==> src/wbc_pkg.sv <==
// Shared types and constants of the word break way counter.
`default_nettype none

package wbc_pkg;

	// Operation codes of an input transaction
	localparam logic OP_DICT_WRITE = 1'b0;
	localparam logic OP_SYMBOL     = 1'b1;

	localparam int COUNT_W = 63;
	localparam logic [COUNT_W-1:0] COUNT_MAX = {COUNT_W{1'b1}};

	typedef struct packed {
		logic        operation;
		logic [8:0]  entry_index;
		logic        entry_valid;
		logic [63:0] entry_bytes;
		logic [3:0]  entry_length;
		logic [7:0]  symbol;
		logic        last_symbol;
	} item_t;

	typedef struct packed {
		logic               possible;
		logic [COUNT_W-1:0] way_count;
		logic               saturated;
	} result_t;

	// One dictionary slot as stored in memory
	typedef struct packed {
		logic        valid;
		logic [3:0]  length;
		logic [63:0] bytes;
	} dict_entry_t;

	localparam int ENTRY_W = $bits(dict_entry_t);

	// Commands from controller to datapath
	typedef struct packed {
		logic clr;       // clearing pass write
		logic dict_wr;   // dictionary write transaction
		logic load_sym;  // shift a new symbol into the window
		logic rd;        // read one dictionary slot
		logic acc;       // read data valid, merge match flags
		logic sum_step;  // one saturating add
		logic commit;    // push the new count into the window, or reset it at design end
		logic emit;      // load the result register
	} cmd_t;

	// Status from datapath to controller
	typedef struct packed {
		logic item_op;
		logic last_q;
	} sts_t;

endpackage

`default_nettype wire

==> src/wbc_ctrl.sv <==
// Controller: clearing pass, handshakes and per-symbol scan/sum sequencing.
`default_nettype none

module wbc_ctrl #(
	parameter int DICT_DEPTH      = 512,
	parameter int MAX_PATTERN_LEN = 8
) (
	input  wire logic                  clk,
	input  wire logic                  arst_n,
	input  wire logic                  item_valid,
	output logic                       item_ready,
	output logic                       result_valid,
	input  wire logic                  result_ready,
	input  wire wbc_pkg::sts_t         sts,
	output wbc_pkg::cmd_t              cmd,
	output logic [(DICT_DEPTH > 1 ? $clog2(DICT_DEPTH) : 1)-1:0] addr,
	output logic [(MAX_PATTERN_LEN > 1 ? $clog2(MAX_PATTERN_LEN) : 1)-1:0] sum_idx
);

	localparam int ADDR_W = DICT_DEPTH > 1 ? $clog2(DICT_DEPTH) : 1;
	localparam int SUM_W  = MAX_PATTERN_LEN > 1 ? $clog2(MAX_PATTERN_LEN) : 1;
	localparam logic [ADDR_W-1:0] LAST_ADDR = ADDR_W'(DICT_DEPTH - 1);
	localparam logic [SUM_W-1:0]  LAST_SUM  = SUM_W'(MAX_PATTERN_LEN - 1);

	typedef enum logic [2:0] {
		ST_CLEAR,
		ST_IDLE,
		ST_SCAN,
		ST_DRAIN,
		ST_SUM,
		ST_FINISH
	} state_t;

	state_t            state_q;
	logic [ADDR_W-1:0] addr_q;
	logic [SUM_W-1:0]  sum_q;
	logic              rd_pend_q;
	logic              result_valid_q;
	logic              take;
	logic              out_free;

	// Command decode
	always_comb begin
		item_ready   = (state_q == ST_IDLE);
		take         = item_valid && item_ready;
		out_free     = !result_valid_q || result_ready;
		cmd          = '0;
		cmd.clr      = (state_q == ST_CLEAR);
		cmd.dict_wr  = take && (sts.item_op == wbc_pkg::OP_DICT_WRITE);
		cmd.load_sym = take && (sts.item_op == wbc_pkg::OP_SYMBOL);
		cmd.rd       = (state_q == ST_SCAN);
		cmd.acc      = rd_pend_q;
		cmd.sum_step = (state_q == ST_SUM);
		cmd.commit   = (state_q == ST_FINISH) && (!sts.last_q || out_free);
		cmd.emit     = cmd.commit && sts.last_q;
	end

	assign addr         = addr_q;
	assign sum_idx      = sum_q;
	assign result_valid = result_valid_q;

	// State and registered outputs
	always_ff @(posedge clk or negedge arst_n) begin
		if (!arst_n) begin
			state_q        <= ST_CLEAR;
			addr_q         <= '0;
			sum_q          <= '0;
			rd_pend_q      <= 1'b0;
			result_valid_q <= 1'b0;
		end else begin
			rd_pend_q <= (state_q == ST_SCAN);
			if (cmd.emit) begin
				result_valid_q <= 1'b1;
			end else if (result_ready) begin
				result_valid_q <= 1'b0;
			end
			case (state_q)
				ST_CLEAR: begin
					if (addr_q == LAST_ADDR) begin
						addr_q  <= '0;
						state_q <= ST_IDLE;
					end else begin
						addr_q <= addr_q + 1'b1;
					end
				end
				ST_IDLE: begin
					if (cmd.load_sym) begin
						addr_q  <= '0;
						state_q <= ST_SCAN;
					end
				end
				ST_SCAN: begin
					if (addr_q == LAST_ADDR) begin
						addr_q  <= '0;
						state_q <= ST_DRAIN;
					end else begin
						addr_q <= addr_q + 1'b1;
					end
				end
				ST_DRAIN: begin
					sum_q   <= '0;
					state_q <= ST_SUM;
				end
				ST_SUM: begin
					if (sum_q == LAST_SUM) begin
						state_q <= ST_FINISH;
					end else begin
						sum_q <= sum_q + 1'b1;
					end
				end
				ST_FINISH: begin
					if (cmd.commit) begin
						state_q <= ST_IDLE;
					end
				end
				default: begin
					state_q <= ST_CLEAR;
				end
			endcase
		end
	end

endmodule

`default_nettype wire

==> config.mk <==
export PLATFORM = sky130hd
export DESIGN_NAME = wbc_ctrl
export DESIGN_NICKNAME = d
export VERILOG_FILES = /design/src/wbc_pkg.sv /design/src/wbc_ctrl.sv
export SDC_FILE = /design/constraint.sdc
export NUM_CORES = 1
export LEC_CHECK = 0
export BUFFER_PORTS_ARGS = -buffer_cell sky130_fd_sc_hd__buf_2
export CAP_MARGIN = 20
export CORE_MARGIN = 5
export CORE_UTILIZATION = 50
export DETAILED_ROUTE_END_ITERATION = 8
export GPL_TIMING_DRIVEN = 0
export MAX_ROUTING_LAYER = met4
export PLACE_DENSITY = 0.78
export SYNTH_ARGS = -nofsm -noshare
export SYNTH_HDL_FRONTEND = slang
export SYNTH_SLANG_ARGS = --single-unit
==> constraint.sdc <==
create_clock -name clk -period 2.7 [get_ports clk]
set_clock_uncertainty 0.05 [all_clocks]
set_input_delay 0.81 -clock clk [delete_from_list [all_inputs] [get_ports clk]]
set_output_delay 0.81 -clock clk [all_outputs]
set_load 0.01 [all_outputs]
---- Word level (Yosys, flattened, before mapping) ----
Index checks and enable logic that the tools add are counted.
cells by class
  reduce and logical (&&, ||, !) cells .... 17
  add/sub/neg operators ................... 2
  bitwise gates (word level) .............. 1
  multiplexer cells ....................... 13
  equal/unequal tests ..................... 13
operators with widths
  operator               count
  $mux W3                6
  $mux W9                2
  $pmux W3 S6            1
  $pmux W9 S2            1
  $add A9 B1 Y9 const B  1
  $eq A3 B3 Y1 const B   3
  $eq A9 B9 Y1 const B   1
  $ne A2 B1 Y1 const B   4
  $eq A3 B2 Y1 const B   2
  $pmux W3 S2            1
  $reduce_bool A2 Y1     3
  $logic_and A1 B1 Y1    5
  $reduce_and A5 Y1      1
  $ne A2 B2 Y1 const B   2
  $reduce_and A2 Y1      2
  $add A3 B1 Y3 const B  1
  $eq A3 B1 Y1 const B   1
  $logic_not A3 Y1       1
  $logic_not A1 Y1       2
  $logic_or A1 B1 Y1     2
  $mux W1                2
  $reduce_or A2 Y1       1
  $not A1 Y1             1
word-level totals
  word-level logic and storage cells ...... 51
  bits of input ports ..................... 6
  register bits ........................... 17
  output and inout port bits .............. 22

---- Longest topological paths before layout ----
Gate-level depths: netlist (run 1).
  depth in word-level cells ............... 6
  depth in mapped cells ................... 7
  gate-level depth less buffers ........... 7

---- Least setup slack after synthesis (run 1) ----
Ideal clock, no wire load.
  kind .................................... input to output
  start point ............................. input result_ready
  end point ............................... output cmd[0] (netlist name)
  required time ........................... 1.840 ns
  setup slack ............................. 0.472 ns
  buffers on the path ..................... 0
  data arrival time ....................... 1.368 ns
  stages .................................. 3
  cells stage by stage .................... nand3b_1 and3_1 and2_1
RTL lines
  what         line            source
  from (decl)  wbc_ctrl.sv:13  input wire logic result_ready,
  to (decl)    wbc_ctrl.sv:15  output wbc_pkg::cmd_t cmd,

==> results of run 1 <==
-- power breakdown --
| group | leakage, nW | switching, mW | internal, mW | total (mW) |
|---|---|---|---|---|
| Sequential | 0.219 | 0.114 | 0.352 | 0.466 |
| Combinational | 0.374 | 0.270 | 0.240 | 0.510 |
| Clock | 0.0150 | 0.0753 | 0.0574 | 0.133 |
| Total | 0.608 | 0.460 | 0.649 | 1.11 |
-- kinds of logic after synthesis --
group	after synthesis	synth area share, %
compound gates	25	18.2
flops	17	44.4
mux	2	2.09
xor+xnor	1	0.915
simple gates	41	24.1
buf+inv	10	5.10
fa+ha+maj	4	5.23
-- per-stage QoR --
step           worst slack, ns  utilization [%]  instances  hold slack (ns)  cell area, µm²
5_1_grt                  0.139             65.2        156            0.393            1150
6_report                 0.250             65.2        156            0.377            1150
3_3_place_gp             0.305             63.7        152            0.457            1120
4_1_cts                  0.230             65.2        156            0.386            1150
2_1_floorplan            0.472                -        100            0.464             957
3_5_place_dp             0.295             63.7        152            0.466            1120
-- per-layer routing --
metal  track usage [%]  share of wire (%)
met5                 -                  0
met3              3.60                3.9
met4              2.98               0.34
met2              31.0                 51
met1              19.0                 45
-- cells in the mapped netlist (all sizes together), types with 3 or more instances --
master | number | area share, %
nand2 | 6 | 2.4
nand3 | 5 | 2.6
nor2 | 8 | 3.1
a22o | 3 | 2.7
ha | 4 | 5.2
a21oi | 8 | 4.2
inv | 5 | 2.0
dfrtp | 17 | 44
o211ai | 4 | 3.1
clkbuf | 3 | 1.2
nor3 | 5 | 3.1
-- state kept, by name (all words and copies together) (netlist names) --
name and cells:
rd_pend_q 1, sum_idx 3, addr 9, state_q 3, result_valid 1
-- critical path, stage by stage (launching register included) --
cell and delay (ns):
dfrtp_1 0.35, buf_6 0.13, clkbuf_1 0.34, nor2_1 0.14, and2_1 0.20, buf_2 0.14
-- cell type report --
cell class                      count  area, µm²
Multi-Input combinational cell     73        483
Tap cell                           25       31.3
Sequential cell                    17        425
Inverter                            5       18.8
Buffer                              5       30.0
Fill cell                         177        614
Clock buffer                        4       26.3
Timing Repair Buffer               27        135
-- worst paths after layout --
check | startpoint | endpoint | slack, ns | cells past startpoint
setup / recovery | state_q[2] | cmd[4] | 0.25 | 5
hold / removal | arst_n | rd_pend_q | 0.38 | 1
setup reg to reg | addr[0] | addr[6] | 0.52 | 7
hold reg to reg | result_valid | result_valid | 0.48 | 1
max in group asynchronous | arst_n | state_q[2] | 1.94 | 1
min in group clk | result_valid | result_valid | 0.48 | 1
==> results.yml, run 1 <==
floorplanning:
  core_um2: 1760
  die_h_um: 53.8
  io_pins: 28
  dieArea_um2: 2890
  die_w_um: 53.8
  start_util_pct: 54.3
  row_count: 15
timing:
  worstMarginPinSlew_ns: 0.526
  layout_min_cycle_time_ns: 2.45
  period_share_pct: 90.7
  hold_violations: 0
  rsz0062_at_grt: "no"
  slew_headroom_pct: 64.8
  max_freq_mhz: 408
  tns_ns: 0
  setup_viol: 0
  drv_slew: 0
finish:
  final_common_cell: "buf_2"
  area_delta_synth_final_pct: 20.1
  antennaDiodeCount: 0
  finalNetCount: 142
  final_cell_mix: "buf_2, dfrtp_1, nor2_1, a21oi_1, nand2_1"
  drive_above_1_share_pct: 26.0
synthesis:
  yosysWarnings: 0
  yosys_register_bits: 17
  seq_area_frac_synth_pct: 44.4
  async_flop_share_pct: 100
  synth_cell_types: 35
  synth_fp_nets: 110
  synth_edf_count: 0
  avgSynthCellArea_um2: 9.57
  postSynthCellCount: 100
  netlist_area_um2: 957
  ys.flop_type: "dfrtp_1"
clocking:
  htree_levels: 1
  cts_resized: 0
  clk_latency_ns: 0.28
  cts_buffers: 3
  cts.path.max_buffers: 2
  cts.sinks: 17
  holdBufCountCts: 0
  cts.clk_slew.worst_paths_ns: 0.09
  cts_setup_buffers: 0
  cts-root-buf: "clkbuf_4"
  cts_tree: "yes"
global_route:
  grt_overflow: 0
  antenna_found_initial: 0
  grt_pass1_vias: 878
  grt_pass1_wl_mm: 3.58
  grt_usage_pct: 17.0
  grt_max_degree: 18
place:
  place_hpwl_mm: 1.67
  portBuffers: 27
  gp_congestion: 0.830
setup_path:
  crit_required_ns: 1.84
  cp.arrival_ns: 1.59
  start_kind: "register"
  critPathMaxFanout: 10
  crit_type: "register to output pin"
  critPathCaptureType: "output pin"
drt:
  drtPass1Iterations: 3
  drt_iter0_drc: 8
  vias: 860
  totalWireLength_mm: 2.08
  drtAntennaViolNets: 0
  drc: 0
  avgViaCountPerCell: 5.51
  routedWlPerCell_um: 13.3
pwr:
  power.density_nw_per_um2: 964
  max-vdd-ir-drop_mv: 0.593
  p_leak_nw: 0.608
  power.total_mw: 1.11
min_path:
  min_path_type: "primary input to async pin"
run_status:
  status: "complete, no violations"
flow_run:
  maxCapViolCount: 0
(Power assumes the default switching activity.)
==> inputs of run 2 (changes only) <==
--- a/config.mk
+++ b/config.mk
@@ -8,11 +8,10 @@
 export BUFFER_PORTS_ARGS = -buffer_cell sky130_fd_sc_hd__buf_2
 export CAP_MARGIN = 20
 export CORE_MARGIN = 5
-export CORE_UTILIZATION = 50
+export CORE_UTILIZATION = 33
 export DETAILED_ROUTE_END_ITERATION = 8
 export GPL_TIMING_DRIVEN = 0
 export MAX_ROUTING_LAYER = met4
-export PLACE_DENSITY = 0.78
 export SYNTH_ARGS = -nofsm -noshare
 export SYNTH_HDL_FRONTEND = slang
 export SYNTH_SLANG_ARGS = --single-unit
==> run 2 against run 1 <==
  * Count of clock-buffer cells in the layout is the same
  * Critical path depth is the same
  * Register-to-register slack lost 0.02 ns
  * Die area increased by 41%
  * Power shrank 0.29%
  * Critical path type is now primary input to output pin
  * Largest power group unchanged
==> results.yml, run 2 (same netlist as run 1, synthesis figures left out) <==
clocking:
  cts.sinks: 17
  holdBufCountCts: 0
  cts.path.max_buffers: 2
  htree_levels: 1
  cts_buffers: 3
  cts_setup_buffers: 0
  clk_latency_ns: 0.29
  cts.clk_slew.worst_paths_ns: 0.10
  cts-root-buf: "clkbuf_4"
  cts_resized: 0
  cts_tree: "yes"
timing:
  rsz0062_at_grt: "no"
  period_share_pct: 89.9
  hold_ws_ns: 0.384
  hold_violations: 0
  drv_slew: 0
  slew_headroom_pct: 62.8
  setup_ws_ns: 0.273
  tns_ns: 0
  setup_viol: 0
  max_freq_mhz: 412
  layout_min_cycle_time_ns: 2.43
  worstMarginPinSlew_ns: 0.554
place:
  dp_cells: 158
  dp_slack_ns: 0.279
  gp_congestion: 0.821
  place_hpwl_mm: 1.62
  portBuffers: 27
  placed_area_um2: 1130
pwr:
  power.total_mw: 1.11
  p_leak_nw: 0.608
  max-vdd-ir-drop_mv: 0.580
  power.density_nw_per_um2: 955
setup_path:
  critPathMostFrequentCell: "buf_2"
  crit_type: "primary input to output pin"
  r2r_slack_ns: 0.50
  critPathMaxFanout: 2
  cp.arrival_ns: 1.57
  cpLargestDelayFamily: "simple AND/OR/NAND/NOR gates"
  r2r_start: "addr[0]"
  slowest_delay_ns: 0.21
  crit_required_ns: 1.84
  start_kind: "primary input"
  crit_chain: "buf_2 > nand3b_1 > and3_1 > and2_1 > buf_2"
  regToRegEndpoint: "addr[6]"
  critPathCaptureType: "output pin"
  critPathSlowestCell: "and3_1"
  path_buf_inv: 2
  ff2ff_path_depth: 7
floorplanning:
  core_um2: 2760
  die_h_um: 63.9
  start_util_pct: 34.7
  row_count: 19
  die_w_um: 63.9
  io_pins: 28
  dieArea_um2: 4080
global_route:
  antenna_found_initial: 0
  grt_pass1_vias: 875
  grt_overflow: 0
  grt_max_degree: 18
  grt_pass1_wl_mm: 3.91
  grt_usage_pct: 11.9
finish:
  postLayoutCellArea_um2: 1160
  antennaDiodeCount: 0
  area_delta_synth_final_pct: 20.9
  drive_above_1_share_pct: 26.0
  final_cell_mix: "buf_2, dfrtp_1, nor2_1, a21oi_1, nand2_1"
  largest_reg_flops: 9
  nFillCells: 292
  finalNetCount: 142
  final_cell_count_no_fill: 162
  final_util_pct: 42.0
  final_common_cell: "buf_2"
drt:
  totalWireLength_mm: 2.16
  drtAntennaViolNets: 0
  drt_iter0_drc: 47
  vias: 890
  drtPass1Iterations: 4
  routedWlPerCell_um: 13.4
  avgViaCountPerCell: 5.49
  drc: 0
run_status:
  status: "complete, no violations"
min_path:
  min_path_type: "primary input to async pin"
flow_run:
  maxCapViolCount: 0
[run 2: layout make-up]
cell class              instances  area, µm²  area share (%)
plain buffers                   5       30.0            2.59
repair buffers                 27        135            11.7
well taps                      31       38.8            3.35
multi-input cells              73        483            41.7
inverters                       5       18.8            1.62
clock buffers                   4       26.3            2.27
flip-flops and latches         17        425            36.8
[run 2: where the power goes]
group	internal (mW)	leakage (nW)	switching (mW)
sequential	0.352	0.219	0.117
combinational	0.238	0.374	0.262
clock	0.0574	0.0150	0.0793
[run 2: routing by layer]
layer | share of wire, % | global-route usage (%) | vias up
met3 | 5.1 | 4.38 | 2
met2 | 49 | 19.7 | 22
met4 | 0.55 | 1.56 | 0
met5 | 0 | - | -
met1 | 45 | 14.1 | 437
li1 | - | - | 429
[run 2: how the worst max path moves through the flow]
stage	start	end	slack, ns	depth (start not counted)
global route	state_q[2]	cmd[4]	0.12	5
floorplan	result_ready	cmd[0]	0.47	3
CTS	state_q[2]	cmd[4]	0.25	5
detailed placement	result_ready	cmd[0]	0.28	5
global placement	result_ready	cmd[0]	0.30	5
finish	result_ready	cmd[0]	0.27	5
